## config.mk

```make
export PLATFORM = sky130hd
export DESIGN_NAME = rgb_to_hsv_converter_unit_flat
export DESIGN_NICKNAME = d
export VERILOG_FILES = /design/src/sv/rhc_pkg.sv /design/src/sv/rhc_pix_in_if.sv /design/src/sv/rhc_pix_out_if.sv /design/src/sv/rgb_to_hsv_converter_unit.sv /design/src/sv/rhc_front.sv /design/src/sv/rhc_div_step.sv /design/src/sv/rhc_back.sv /design/src/flat_wrapper.sv
export SDC_FILE = /design/constraint.sdc
export NUM_CORES = 2
export LEC_CHECK = 0
export ABC_AREA = 1
export BUFFER_PORTS_ARGS = -buffer_cell sky130_fd_sc_hd__buf_2
export CORE_AREA = 2 2 383 385
export CTS_CLUSTER_DIAMETER = 50
export DETAILED_ROUTE_END_ITERATION = 8
export DIE_AREA = 0 0 385 387
export SLEW_MARGIN = 20
export SYNTH_ARGS = -nofsm -noshare
export SYNTH_HDL_FRONTEND = slang
export SYNTH_SLANG_ARGS = --single-unit
```

## constraint.sdc

```tcl
create_clock -name clk_i -period 5.8 [get_ports clk_i]
set_input_delay 0.29 -clock clk_i [delete_from_list [all_inputs] [get_ports clk_i]]
set_output_delay 0.29 -clock clk_i [all_outputs]
set_load 0.03 [all_outputs]
```

## src/sv/rhc_pkg.sv

```systemverilog
package rhc_pkg;

  localparam int SECTOR_DEG = 60;
  localparam int TURN_DEG   = 360;
  localparam int GREEN_SECTORS = 2;
  localparam int BLUE_SECTORS  = 4;

  typedef enum logic [1:0] {
    SECT_RED,
    SECT_GREEN,
    SECT_BLUE
  } sector_e;

  typedef struct packed {
    logic    grey;
    logic    neg;
    sector_e sector;
  } hsv_ctl_t;

endpackage

```

## src/sv/rhc_pix_in_if.sv

```systemverilog
interface rhc_pix_in_if #(
  parameter int CW = 12
);
  logic          valid;
  logic          ready;
  logic [CW-1:0] red;
  logic [CW-1:0] green;
  logic [CW-1:0] blue;

  modport source (output valid, red, green, blue, input ready);
  modport sink (input valid, red, green, blue, output ready);
endinterface

```

## src/sv/rhc_pix_out_if.sv

```systemverilog
interface rhc_pix_out_if #(
  parameter int CW = 12,
  parameter int FB = 6
);
  logic          valid;
  logic          ready;
  logic [FB+8:0] hue;
  logic [CW-1:0] saturation;
  logic [CW-1:0] brightness;

  modport source (output valid, hue, saturation, brightness, input ready);
  modport sink (input valid, hue, saturation, brightness, output ready);
endinterface

```

## src/sv/rgb_to_hsv_converter_unit.sv

```systemverilog
// channel | dir | transfer moves
// pix_i   | in  | red, green, blue (COMPONENT_BITS each)
// hsv_o   | out | hue (HUE_FRAC_BITS+9), saturation, brightness (COMPONENT_BITS)
//
// one pixel per cycle sustained while hsv_o is ready, through a front stage, the divider
// stages of the two restoring dividers (one quotient bit per stage) and a back stage
// each stage has its own valid bit and registers on ready, so bubbles close up
// and a stall at hsv_o backs up stage by stage without loss or repeats
// rst_ni clears only the valid bits; payload registers are not reset
module rgb_to_hsv_converter_unit #(
  parameter int COMPONENT_BITS = 12,
  parameter int HUE_FRAC_BITS  = 6
) (
  input  logic         clk_i,
  input  logic         rst_ni,
  rhc_pix_in_if.sink   pix_i,
  rhc_pix_out_if.source hsv_o
);
  import rhc_pkg::*;

  localparam int CW  = COMPONENT_BITS;
  localparam int FB  = HUE_FRAC_BITS;
  localparam int SNW = 2 * CW;
  localparam int HNW = CW + FB + 6;
  localparam int HQW = FB + 6;
  localparam int NST = (CW > HQW) ? CW : HQW;

  logic           vld     [NST+1];
  logic           rdy     [NST+1];
  hsv_ctl_t       ctl     [NST+1];
  logic [CW-1:0]  mx      [NST+1];
  logic [CW-1:0]  dl      [NST+1];
  logic [SNW-1:0] sat_rem [NST+1];
  logic [CW-1:0]  sat_quo [NST+1];
  logic [HNW-1:0] hue_rem [NST+1];
  logic [HQW-1:0] hue_quo [NST+1];

  rhc_front #(
    .CW (CW),
    .FB (FB)
  ) u_front (
    .clk_i     (clk_i),
    .rst_ni    (rst_ni),
    .valid_i   (pix_i.valid),
    .ready_o   (pix_i.ready),
    .red_i     (pix_i.red),
    .green_i   (pix_i.green),
    .blue_i    (pix_i.blue),
    .valid_o   (vld[0]),
    .ready_i   (rdy[0]),
    .ctl_o     (ctl[0]),
    .max_o     (mx[0]),
    .delta_o   (dl[0]),
    .sat_num_o (sat_rem[0]),
    .hue_num_o (hue_rem[0])
  );

  assign sat_quo[0] = '0;
  assign hue_quo[0] = '0;

  for (genvar k = 0; k < NST; k++) begin : g_div
    rhc_div_step #(
      .CW  (CW),
      .FB  (FB),
      .BIT (NST - 1 - k)
    ) u_step (
      .clk_i     (clk_i),
      .rst_ni    (rst_ni),
      .valid_i   (vld[k]),
      .ready_o   (rdy[k]),
      .ctl_i     (ctl[k]),
      .max_i     (mx[k]),
      .delta_i   (dl[k]),
      .sat_rem_i (sat_rem[k]),
      .sat_quo_i (sat_quo[k]),
      .hue_rem_i (hue_rem[k]),
      .hue_quo_i (hue_quo[k]),
      .valid_o   (vld[k+1]),
      .ready_i   (rdy[k+1]),
      .ctl_o     (ctl[k+1]),
      .max_o     (mx[k+1]),
      .delta_o   (dl[k+1]),
      .sat_rem_o (sat_rem[k+1]),
      .sat_quo_o (sat_quo[k+1]),
      .hue_rem_o (hue_rem[k+1]),
      .hue_quo_o (hue_quo[k+1])
    );
  end

  rhc_back #(
    .CW (CW),
    .FB (FB)
  ) u_back (
    .clk_i     (clk_i),
    .rst_ni    (rst_ni),
    .valid_i   (vld[NST]),
    .ready_o   (rdy[NST]),
    .ctl_i     (ctl[NST]),
    .max_i     (mx[NST]),
    .sat_quo_i (sat_quo[NST]),
    .hue_rem_i (hue_rem[NST]),
    .hue_quo_i (hue_quo[NST]),
    .valid_o   (hsv_o.valid),
    .ready_i   (hsv_o.ready),
    .hue_o     (hsv_o.hue),
    .sat_o     (hsv_o.saturation),
    .bright_o  (hsv_o.brightness)
  );

endmodule

```

## src/sv/rhc_front.sv

```systemverilog
module rhc_front #(
  parameter int CW = 12,
  parameter int FB = 6
) (
  input  logic                clk_i,
  input  logic                rst_ni,
  input  logic                valid_i,
  output logic                ready_o,
  input  logic [CW-1:0]       red_i,
  input  logic [CW-1:0]       green_i,
  input  logic [CW-1:0]       blue_i,
  output logic                valid_o,
  input  logic                ready_i,
  output rhc_pkg::hsv_ctl_t   ctl_o,
  output logic [CW-1:0]       max_o,
  output logic [CW-1:0]       delta_o,
  output logic [2*CW-1:0]     sat_num_o,
  output logic [CW+FB+5:0]    hue_num_o
);
  import rhc_pkg::*;

  localparam int HNW = CW + FB + 6;
  localparam logic [HNW-1:0] SectorScale = HNW'(SECTOR_DEG) << FB;

  logic [CW-1:0]        mx;
  logic [CW-1:0]        mn;
  logic [CW-1:0]        delta;
  logic signed [CW:0]   dif;
  logic [CW-1:0]        ad;
  logic [CW:0]          dif_neg;
  sector_e              sec;

  logic                 valid_q;
  hsv_ctl_t             ctl_d, ctl_q;
  logic [CW-1:0]        max_q, delta_q;
  logic [2*CW-1:0]      sat_num_d, sat_num_q;
  logic [HNW-1:0]       hue_num_d, hue_num_q;

  always_comb begin
    mx = (red_i > green_i) ? red_i : green_i;
    if (blue_i > mx) mx = blue_i;
    mn = (red_i < green_i) ? red_i : green_i;
    if (blue_i < mn) mn = blue_i;
    delta = mx - mn;
    if (red_i >= mx) begin
      sec = SECT_RED;
      dif = $signed({1'b0, green_i}) - $signed({1'b0, blue_i});
    end else if (green_i >= mx) begin
      sec = SECT_GREEN;
      dif = $signed({1'b0, blue_i}) - $signed({1'b0, red_i});
    end else begin
      sec = SECT_BLUE;
      dif = $signed({1'b0, red_i}) - $signed({1'b0, green_i});
    end
    dif_neg = -dif;
    ad = dif[CW] ? dif_neg[CW-1:0] : dif[CW-1:0];
    ctl_d.grey   = (delta == '0);
    ctl_d.neg    = dif[CW];
    ctl_d.sector = sec;
    sat_num_d = {delta, {CW{1'b0}}} - {{CW{1'b0}}, delta};
    hue_num_d = HNW'(ad) * SectorScale;
  end

  assign ready_o = !valid_q || ready_i;

  always_ff @(posedge clk_i or negedge rst_ni) begin
    if (!rst_ni) begin
      valid_q <= 1'b0;
    end else if (ready_o) begin
      valid_q <= valid_i;
    end
  end

  always_ff @(posedge clk_i) begin
    if (valid_i && ready_o) begin
      ctl_q     <= ctl_d;
      max_q     <= mx;
      delta_q   <= delta;
      sat_num_q <= sat_num_d;
      hue_num_q <= hue_num_d;
    end
  end

  assign valid_o   = valid_q;
  assign ctl_o     = ctl_q;
  assign max_o     = max_q;
  assign delta_o   = delta_q;
  assign sat_num_o = sat_num_q;
  assign hue_num_o = hue_num_q;

endmodule

```

## src/sv/rhc_div_step.sv

```systemverilog
module rhc_div_step #(
  parameter int CW  = 12,
  parameter int FB  = 6,
  parameter int BIT = 0
) (
  input  logic                clk_i,
  input  logic                rst_ni,
  input  logic                valid_i,
  output logic                ready_o,
  input  rhc_pkg::hsv_ctl_t   ctl_i,
  input  logic [CW-1:0]       max_i,
  input  logic [CW-1:0]       delta_i,
  input  logic [2*CW-1:0]     sat_rem_i,
  input  logic [CW-1:0]       sat_quo_i,
  input  logic [CW+FB+5:0]    hue_rem_i,
  input  logic [FB+5:0]       hue_quo_i,
  output logic                valid_o,
  input  logic                ready_i,
  output rhc_pkg::hsv_ctl_t   ctl_o,
  output logic [CW-1:0]       max_o,
  output logic [CW-1:0]       delta_o,
  output logic [2*CW-1:0]     sat_rem_o,
  output logic [CW-1:0]       sat_quo_o,
  output logic [CW+FB+5:0]    hue_rem_o,
  output logic [FB+5:0]       hue_quo_o
);
  import rhc_pkg::*;

  localparam int SNW = 2 * CW;
  localparam int HNW = CW + FB + 6;
  localparam int SQW = CW;
  localparam int HQW = FB + 6;

  logic [SNW-1:0] sat_rem_d, sat_rem_q;
  logic [SQW-1:0] sat_quo_d, sat_quo_q;
  logic [HNW-1:0] hue_rem_d, hue_rem_q;
  logic [HQW-1:0] hue_quo_d, hue_quo_q;
  logic           valid_q;
  hsv_ctl_t       ctl_q;
  logic [CW-1:0]  max_q, delta_q;

  if (BIT < SQW) begin : g_sat
    logic [SNW-1:0] dvs;
    logic           take;
    assign dvs       = SNW'(max_i) << BIT;
    assign take      = (sat_rem_i >= dvs);
    assign sat_rem_d = take ? (sat_rem_i - dvs) : sat_rem_i;
    assign sat_quo_d = sat_quo_i | (SQW'(take) << BIT);
  end else begin : g_sat_hold
    assign sat_rem_d = sat_rem_i;
    assign sat_quo_d = sat_quo_i;
  end

  if (BIT < HQW) begin : g_hue
    logic [HNW-1:0] dvs;
    logic           take;
    assign dvs       = HNW'(delta_i) << BIT;
    assign take      = (hue_rem_i >= dvs);
    assign hue_rem_d = take ? (hue_rem_i - dvs) : hue_rem_i;
    assign hue_quo_d = hue_quo_i | (HQW'(take) << BIT);
  end else begin : g_hue_hold
    assign hue_rem_d = hue_rem_i;
    assign hue_quo_d = hue_quo_i;
  end

  assign ready_o = !valid_q || ready_i;

  always_ff @(posedge clk_i or negedge rst_ni) begin
    if (!rst_ni) begin
      valid_q <= 1'b0;
    end else if (ready_o) begin
      valid_q <= valid_i;
    end
  end

  always_ff @(posedge clk_i) begin
    if (valid_i && ready_o) begin
      ctl_q     <= ctl_i;
      max_q     <= max_i;
      delta_q   <= delta_i;
      sat_rem_q <= sat_rem_d;
      sat_quo_q <= sat_quo_d;
      hue_rem_q <= hue_rem_d;
      hue_quo_q <= hue_quo_d;
    end
  end

  assign valid_o   = valid_q;
  assign ctl_o     = ctl_q;
  assign max_o     = max_q;
  assign delta_o   = delta_q;
  assign sat_rem_o = sat_rem_q;
  assign sat_quo_o = sat_quo_q;
  assign hue_rem_o = hue_rem_q;
  assign hue_quo_o = hue_quo_q;

endmodule

```

## src/sv/rhc_back.sv

```systemverilog
module rhc_back #(
  parameter int CW = 12,
  parameter int FB = 6
) (
  input  logic                clk_i,
  input  logic                rst_ni,
  input  logic                valid_i,
  output logic                ready_o,
  input  rhc_pkg::hsv_ctl_t   ctl_i,
  input  logic [CW-1:0]       max_i,
  input  logic [CW-1:0]       sat_quo_i,
  input  logic [CW+FB+5:0]    hue_rem_i,
  input  logic [FB+5:0]       hue_quo_i,
  output logic                valid_o,
  input  logic                ready_i,
  output logic [FB+8:0]       hue_o,
  output logic [CW-1:0]       sat_o,
  output logic [CW-1:0]       bright_o
);
  import rhc_pkg::*;

  localparam int HW  = FB + 9;
  localparam int HQW = FB + 6;
  localparam logic signed [HW:0] SectorScale = (HW+1)'(SECTOR_DEG) <<< FB;
  localparam logic signed [HW:0] FullTurn    = (HW+1)'(TURN_DEG) <<< FB;
  localparam logic signed [HW:0] GreenOffset = (HW+1)'(GREEN_SECTORS) * SectorScale;
  localparam logic signed [HW:0] BlueOffset  = (HW+1)'(BLUE_SECTORS) * SectorScale;

  logic [HQW:0]        mag;
  logic signed [HW:0]  offset;
  logic signed [HW:0]  hue_s;
  logic signed [HW:0]  hue_w;
  logic [HW-1:0]       hue_d, hue_q;
  logic [CW-1:0]       sat_d, sat_q, bright_q;
  logic                valid_q;

  always_comb begin
    case (ctl_i.sector)
      SECT_RED:   offset = '0;
      SECT_GREEN: offset = GreenOffset;
      SECT_BLUE:  offset = BlueOffset;
      default:    offset = '0;
    endcase
    // negative difference rounds toward minus infinity
    mag = {1'b0, hue_quo_i} + (HQW+1)'(ctl_i.neg && (hue_rem_i != '0));
    if (ctl_i.neg) begin
      hue_s = offset - $signed({{(HW-HQW){1'b0}}, mag});
    end else begin
      hue_s = offset + $signed({{(HW-HQW){1'b0}}, mag});
    end
    hue_w = hue_s[HW] ? (hue_s + FullTurn) : hue_s;
    if (ctl_i.grey) begin
      hue_d = '0;
      sat_d = '0;
    end else begin
      hue_d = hue_w[HW-1:0];
      sat_d = sat_quo_i;
    end
  end

  assign ready_o = !valid_q || ready_i;

  always_ff @(posedge clk_i or negedge rst_ni) begin
    if (!rst_ni) begin
      valid_q <= 1'b0;
    end else if (ready_o) begin
      valid_q <= valid_i;
    end
  end

  always_ff @(posedge clk_i) begin
    if (valid_i && ready_o) begin
      hue_q    <= hue_d;
      sat_q    <= sat_d;
      bright_q <= max_i;
    end
  end

  assign valid_o  = valid_q;
  assign hue_o    = hue_q;
  assign sat_o    = sat_q;
  assign bright_o = bright_q;

endmodule
```

## src/flat_wrapper.sv

```systemverilog
// flat-port wrapper written by rule: the top's interface ports become plain ports
module rgb_to_hsv_converter_unit_flat import rhc_pkg::*;
#(
  parameter int COMPONENT_BITS = 12,
  parameter int HUE_FRAC_BITS  = 6
)
  (clk_i, rst_ni, pix_i_valid, pix_i_red, pix_i_green, pix_i_blue, pix_i_ready, hsv_o_valid, hsv_o_hue, hsv_o_saturation, hsv_o_brightness, hsv_o_ready);
  rhc_pix_in_if pix_i_i ();
  rhc_pix_out_if hsv_o_i ();
  input  logic clk_i;
  input  logic rst_ni;
  input wire logic [$bits(pix_i_i.valid)-1:0] pix_i_valid;
  input wire logic [$bits(pix_i_i.red)-1:0] pix_i_red;
  input wire logic [$bits(pix_i_i.green)-1:0] pix_i_green;
  input wire logic [$bits(pix_i_i.blue)-1:0] pix_i_blue;
  output wire logic [$bits(pix_i_i.ready)-1:0] pix_i_ready;
  output wire logic [$bits(hsv_o_i.valid)-1:0] hsv_o_valid;
  output wire logic [$bits(hsv_o_i.hue)-1:0] hsv_o_hue;
  output wire logic [$bits(hsv_o_i.saturation)-1:0] hsv_o_saturation;
  output wire logic [$bits(hsv_o_i.brightness)-1:0] hsv_o_brightness;
  input wire logic [$bits(hsv_o_i.ready)-1:0] hsv_o_ready;
  assign pix_i_i.valid = pix_i_valid;
  assign pix_i_i.red = pix_i_red;
  assign pix_i_i.green = pix_i_green;
  assign pix_i_i.blue = pix_i_blue;
  assign pix_i_ready = pix_i_i.ready;
  assign hsv_o_valid = hsv_o_i.valid;
  assign hsv_o_hue = hsv_o_i.hue;
  assign hsv_o_saturation = hsv_o_i.saturation;
  assign hsv_o_brightness = hsv_o_i.brightness;
  assign hsv_o_i.ready = hsv_o_ready;
  rgb_to_hsv_converter_unit #(.COMPONENT_BITS(COMPONENT_BITS), .HUE_FRAC_BITS(HUE_FRAC_BITS)) u_core (.clk_i(clk_i), .rst_ni(rst_ni), .pix_i(pix_i_i), .hsv_o(hsv_o_i));
endmodule
```

; Yosys cells after proc, flatten, opt, wreduce, memory -nomap -nowiden
; Cells that the tools add are included.
[totals]
regBits = 1263
in_bits = 40
out_inout_bits = 41
word_cells = 298
[op_classes]
add_sub_neg = 33
multipliers = 1
n_lt_le_gt_ge = 30
eq_ne = 2
n_mux = 34
n_bitwise = 22
n_reduce_logical = 45
[op_table]
columns = operator, count
row1 = 24-bit two-way mux, 23
row2 = 12-bit two-way mux, 5
row3 = 24-bit by 12-bit greater-or-equal comparator with 1-bit output, 2
row4 = 24-bit by 13-bit greater-or-equal comparator with 1-bit output, 2
row5 = 24-bit by 14-bit greater-or-equal comparator with 1-bit output, 2
row6 = 24-bit by 15-bit greater-or-equal comparator with 1-bit output, 2
row7 = 24-bit by 16-bit greater-or-equal comparator with 1-bit output, 2
row8 = 24-bit by 17-bit greater-or-equal comparator with 1-bit output, 2
row9 = 24-bit by 18-bit greater-or-equal comparator with 1-bit output, 2
row10 = 24-bit by 19-bit greater-or-equal comparator with 1-bit output, 2
row11 = 24-bit by 20-bit greater-or-equal comparator with 1-bit output, 2
row12 = 24-bit by 21-bit greater-or-equal comparator with 1-bit output, 2
row13 = 24-bit by 22-bit greater-or-equal comparator with 1-bit output, 2
row14 = 24-bit by 23-bit greater-or-equal comparator with 1-bit output, 2
row15 = 24-bit by 12-bit subtractor with 24-bit output, 2
row16 = 24-bit by 13-bit subtractor with 24-bit output, 2
row17 = 24-bit by 14-bit subtractor with 24-bit output, 2
row18 = 24-bit by 15-bit subtractor with 24-bit output, 2
row19 = 24-bit by 16-bit subtractor with 24-bit output, 2
row20 = 24-bit by 17-bit subtractor with 24-bit output, 2
row21 = 24-bit by 18-bit subtractor with 24-bit output, 2
row22 = 24-bit by 19-bit subtractor with 24-bit output, 2
row23 = 24-bit by 20-bit subtractor with 24-bit output, 2
row24 = 24-bit by 21-bit subtractor with 24-bit output, 2
row25 = other kinds (36), 95

; Logic depth before layout (Yosys ltp)
[logic_depth]
depth_word = 16
ltp_mapped = 72

; Modules after synthesis
; Synthesis repeated with hierarchy kept, for this count alone.
[unflattened]
cells_unflattened = 9110
hier_area_um2 = 79815.3
[by_module_without_submodules]
columns = module, instances, cells_per_inst, area_per_inst_um2
row1 = rhc_front, 1, 1107, 8192.9
row2 = rhc_div_step (u_core.g_div[11].u_step), 1, 775, 6408.6
row3 = rhc_div_step (u_core.g_div[10].u_step), 1, 723, 6271.0
row4 = rhc_div_step (u_core.g_div[8].u_step), 1, 658, 5963.2
row5 = rhc_div_step (u_core.g_div[9].u_step), 1, 686, 5963.2
row6 = rhc_div_step (u_core.g_div[7].u_step), 1, 627, 5789.3
row7 = rhc_div_step (u_core.g_div[4].u_step), 1, 658, 5741.8
row8 = rhc_div_step (u_core.g_div[6].u_step), 1, 621, 5656.7
row9 = rhc_div_step (u_core.g_div[5].u_step), 1, 582, 5599.1
row10 = rhc_div_step (u_core.g_div[3].u_step), 1, 595, 5480.3
row11 = rhc_div_step (u_core.g_div[2].u_step), 1, 606, 5471.5
row12 = rhc_div_step (u_core.g_div[1].u_step), 1, 586, 5367.6
row13 = rhc_div_step (u_core.g_div[0].u_step), 1, 578, 5360.1
row14 = rhc_back, 1, 307, 2546.2
row15 = rgb_to_hsv_converter_unit, 1, 1, 3.8

; Worst setup path before layout
; Ideal clock, no wire load.
[synth_timing]
path_type = input to register
start = input port pix_i_green[6]
end = register u_core.u_front.hue_num_q[23] (netlist: u_core.u_front.hue_num_o[23]) (data pin)
arrival_time_ns = 9.024
required_time_ns = 5.543
path_slack_ns = -3.481
path_stages = 64
cell_sequence = inv_1 -> ha_1 -> nand2_1 -> nand2_1 -> nand2_1 -> nand2_1 -> a21oi_1 -> nand2_2 -> nand2_2 -> clkbuf_1 -> clkbuf_1 -> o21ai_0 -> ha_1 -> nand4_1 -> nor2_1 -> nand2_1 -> nor2_2 -> nand4_1 -> [28 not listed] -> xor2_1 -> fa_1 -> inv_1 -> ha_1 -> a21oi_1 -> nand2_1 -> a21oi_1 -> o21ai_0 -> a21o_1 -> a21oi_1 -> o21ai_0 -> a21oi_1 -> o21bai_1 -> nand2_1 -> inv_1 -> o21ai_0 -> nand2_1 -> xor2_1
[synth_via]
elab_chain_cells = 10
word_cells_on_any_way = 13
cone_classes = add/sub (3) / mul (1) / order compare (4) / mux (5)
[synth_rtl]
columns = element, line_no
row1 = "start, declared", flat_wrapper.sv:14  ; input wire logic [$bits(pix_i_i.green)-1:0] pix_i_green;
row2 = 12-bit > comparator, rhc_front.sv:40  ; mx = (red_i > green_i) ? red_i : green_i;
row3 = 12-bit two-way mux (*), rhc_front.sv:40
row4 = 12-bit > comparator, rhc_front.sv:41  ; if (blue_i > mx) mx = blue_i;
row5 = 12-bit two-way mux (*), rhc_front.sv:41
row6 = named net u_core.u_front.mx[1], rhc_front.sv:25  ; logic [CW-1:0] mx;
row7 = 12-bit greater-or-equal comparator, rhc_front.sv:48  ; end else if (green_i >= mx) begin
row8 = 13-bit two-way mux, rhc_front.sv:48
row9 = 13-bit two-way mux (*), rhc_front.sv:45  ; if (red_i >= mx) begin
row10 = 12-bit negator, rhc_front.sv:55  ; dif_neg = -dif;
row11 = 12-bit two-way mux (*), rhc_front.sv:56  ; ad = dif[CW] ? dif_neg[CW-1:0] : dif[CW-1:0];
row12 = 12-bit by 4-bit multiplier with 16-bit output (*), rhc_front.sv:61  ; hue_num_d = HNW'(ad) * SectorScale;
row13 = named net u_core.u_front.hue_num_d[23], rhc_front.sv:37  ; logic [HNW-1:0] hue_num_d, hue_num_q;
row14 = "end signal, assigned", rhc_front.sv:80  ; hue_num_q <= hue_num_d;
row15 = "end, declared", rhc_front.sv:37
; Mark *: on every way through the listed nets, which the timed path passes. The rest lies on a longest branch.
; A chain may end at the register's enable or synchronous reset.

; Final worst setup path
[layout_timing]
start = input port pix_i_green[6]
end = register u_core.u_front.hue_num_q[22] (netlist: u_core.u_front.hue_num_o[22]) (data pin)
[layout_via]
elab_chain_cells = 10
word_cells_on_any_way = 13
cone_classes = add/sub (3) / mul (1) / order compare (4) / mux (5)
[layout_rtl]
columns = element, line_no
row1 = 12-bit > comparator, rhc_front.sv:40
row2 = 12-bit two-way mux, rhc_front.sv:40
row3 = 12-bit > comparator, rhc_front.sv:41
row4 = 12-bit two-way mux, rhc_front.sv:41
row5 = 12-bit greater-or-equal comparator, rhc_front.sv:48
row6 = 13-bit two-way mux, rhc_front.sv:48
row7 = 13-bit two-way mux (*), rhc_front.sv:45
row8 = 12-bit negator, rhc_front.sv:55
row9 = 12-bit two-way mux (*), rhc_front.sv:56
row10 = 12-bit by 4-bit multiplier with 16-bit output (*), rhc_front.sv:61
row11 = named net u_core.u_front.hue_num_d[22], rhc_front.sv:37
; Marks and branches as above.

==> flow_summary.toml <==
[flow_run]
drv_cap = 0

[route]
drt_iter0_drc = 1934
via_per_inst = 4.79
drt-total-wl_mm = 111
drt-pass1-iter-count = 5
wl_per_cell_um = 13.9
drcViolationCount = 0
postRouteAntennaNets = 0
vias = 38000

[layout]
syn2layout_area_growth_pct = 17.3
stdcell_count = 7928
drive_gt1_frac = 0.134
finalInstanceArea_um2 = 67700
nets = 6407
fillers = 13000
antenna_cells = 0

[status]
status = "finished, violations left"
violations = "negative setup slack"

[floorplanning]
dieWidth_um = 385
num_rows = 140
die-area_um2 = 149000
ios = 81
die_y_um = 387
core-area_um2 = 145000
initial_core_util = 0.398

[timing]
max_freq_mhz = 130
final_max_slew_viol_count = 0
slew_headroom = 0.279
rsz0062_at_grt = "true"
period_needed_ns = 7.66
fin_ws_ns = -1.86
whs_ns = 0.260
period_share = 1.32
tightest_slew_ns = 1.08
setup_viol = 13
fin_setup_tns_ns = -16.71
clock_skew_ns = 0.0362
hold_viol = 0

[synthesis]
yosys_most_used_dff = "edfxtp_1"
ys_types = 70
yosysWarnings = 0
synth_seq_cells = 1081
yosysSeqAreaShare = 0.562
syn_inst = 5434
syn_area_per_cell_um2 = 10.6
synth-edff-count = 1067
syn-num-nets = 5929
synthesis.area_um2 = 57700
synthArstFlopShare = 0.0130

[global_route]
grt_usage = 0.149
first_global_vias = 38600
grt_use_met3 = 0.0198
grt_pass1_wl_mm = 183
grt_overflow_total = 0
busiest_layer = "met2"
met2_usage = 0.286
grt_max_degree = 94
antenna_found_initial = 1
use_met1 = 0.158

[clock_tree]
root_buffer = "clkbuf_16"
cts.clk_slew.worst_paths_ns = 0.06
cts_tree = "done"
cts_buffers = 116
clock_sinks = 1081
clockBufferDepth = 3
clk_latency_ns = 0.72
htreeDepth = 3

[place]
placed_area_um2 = 62700
numPortBuffers = 80
dp_cells = 7645
place_congestion = 0.914
hpwl_mm = 86.0

[worst_setup_path]
critPathKind = "input pin to flip-flop"
cpPeakStageDelay_ns = 0.49
cp_common_cell = "buf_4"
end_kind = "flip-flop"
critPathSlowestCell = "fa_1"
crit_path_max_fanout = 4
crit_arrival_ns = 8.13
required_ns = 6.27
startpoint_type = "input pin"

[worst_hold_path]
hp-class = "input pin to flip-flop"

[power]
p_per_area_nw_per_um2 = 669
ir_drop_mv = 0.800
leakagePower_nw = 28.4
stage by stage:
step                      setup slack [ns]  utilization  total power [W]
after floorplan                      -2.42            -           0.0305
after global placement               -2.65        0.433           0.0358
after detailed placement             -2.80        0.433           0.0363
after CTS                            -1.59        0.465           0.0448
after global routing                 -2.13        0.467           0.0493
final                                -1.86        0.467           0.0453
cell families after synthesis:
| kind of cell | Yosys count | synth area share |
|---|---|---|
| and+or+nand+nor | 1661 | 0.123 |
| DFF | 1081 | 0.562 |
| AOI/OAI and AO/OA | 944 | 0.0913 |
| buffers and inverters | 896 | 0.0590 |
| adders and majority gates | 455 | 0.104 |
| xor gates and xnor gates | 396 | 0.0606 |
| muxes | 1 | 0.000195 |
area by class of cell:
class	count	area [µm²]	area share
inverters	831	3150	0.0466
well taps	1917	2400	0.0355
flip-flops and latches	1081	32400	0.479
clock inverters	82	946	0.0140
clock buffers	135	2970	0.0440
repair buffers	425	3160	0.0468
multi-input cells	3457	22600	0.335
layer usage:
layer | share of wire | wire length (µm) | up-vias
met5 | 0 | 0 | -
met4 | 0.042 | 4700 | 0
met3 | 0.030 | 3310 | 280
met2 | 0.53 | 58900 | 559
met1 | 0.39 | 43600 | 17500
li1 | - | - | 19700
layout by cell type, fill, tap and decap left out, types with 12 or more instances in the layout:
cell type,instances
or2_2,14
o21ai_1,15
edfxtp_1,1067
a21oi_1,396
nand3_1,185
clkinv_2,20
buf_6,18
nand2_4,13
nand2_1,766
ha_4,21
nor3_1,64
bufinv_16,15
a31oi_1,19
xor2_1,230
clkinv_1,25
o21ai_0,305
inv_1,788
dfrtp_1,14
a21oi_2,12
clkbuf_16,116
buf_4,331
o21bai_1,45
nor4_1,50
nand4_1,47
ha_1,391
a211oi_1,25
inv_2,32
nor2_1,422
clkbuf_1,19
o21a_1,14
buf_2,66
xnor2_1,157
fa_1,41
nand2_2,30
a21o_1,12
o21ai_2,16
o31ai_1,13
worst max-delay path: cells and delay by family:
kind | cells | cell delay, ns
and+or+nand+nor | 7 | 0.67
xor gates and xnor gates | 3 | 0.65
AOI/OAI and AO/OA | 6 | 0.83
adders and majority gates | 4 | 1.29
buffers and inverters | 38 | 4.40
power breakdown:
group	switching, W	internal, W
clock network	0.00301	0.00438
registers	0.00165	0.0136
logic	0.0124	0.0103
Yosys cell counts, drive strengths merged, types with 20 or more instances:
library cell  count  area [µm²]
edfxtp         1067       32000
inv             830        3120
nand2           810        3110
nor2            441        1680
ha              412        5150
a21oi           408        2040
o21ai           341        1730
xor2            235        2080
nand3           197        1010
xnor2           161        1420
nor3             68         345
clkbuf           57         214
nor4             50         313
nand4            48         307
o21bai           45         338
fa               43         861
a211oi           27         203
a31oi            20         125
or2              20         125
state kept, by name, indices dropped and copies added (netlist names), 12 cells and up:
name,cells
u_core.g_div.u_step.hue_rem_o,228
u_core.u_front.hue_num_o,16
u_core.g_div.u_step.valid_o,12
u_core.u_front.max_o,12
u_core.u_back.hue_o,15
u_core.g_div.u_step.hue_quo_o,78
u_core.u_front.delta_o,12
u_core.g_div.u_step.delta_o,121
u_core.g_div.u_step.sat_rem_o,264
u_core.g_div.u_step.sat_quo_o,78
u_core.u_back.bright_o,12
u_core.g_div.u_step.ctl_o,48
u_core.u_front.sat_num_o,23
u_core.g_div.u_step.max_o,144
u_core.u_back.sat_o,12
path summary, 6_finish.rpt:
| path | start | to | slack [ns] | cells past startpoint |
|---|---|---|---|---|
| setup reg to reg | u_core.g_div[11].u_step.hue_rem_o[1]$_DFFE_PP_ | u_core.u_back.hue_o[10]$_SDFFCE_PP0P_ | 1.31 | 25 |
| hold / removal | pix_i_blue[0] | u_core.u_front.max_o[0]$_DFFE_PP_ | 0.26 | 5 |
| hold reg to reg | u_core.g_div[5].u_step.sat_quo_o[7]$_DFFE_PP_ | u_core.g_div[6].u_step.sat_quo_o[7]$_DFFE_PP_ | 0.39 | 0 |
| min in group asynchronous | rst_ni | u_core.g_div[1].u_step.valid_o$_DFFE_PN0P_ | 0.68 | 3 |
| max in group asynchronous | rst_ni | u_core.u_back.valid_o$_DFFE_PN0P_ | 4.68 | 3 |
| setup / recovery | pix_i_green[6] | u_core.u_front.hue_num_o[22]$_DFFE_PP_ | -1.86 | 58 |
timing repair:
item | CTS | global route
hold buffers | 4 | 0
endpoints found under the hold margin | 17 | 0
pin swaps | 69 | 43
endpoints found under the setup margin | 14 | 14
resized for setup | 82 | 49
setup buffers | 60 | 8
(Power assumes the default switching activity.)
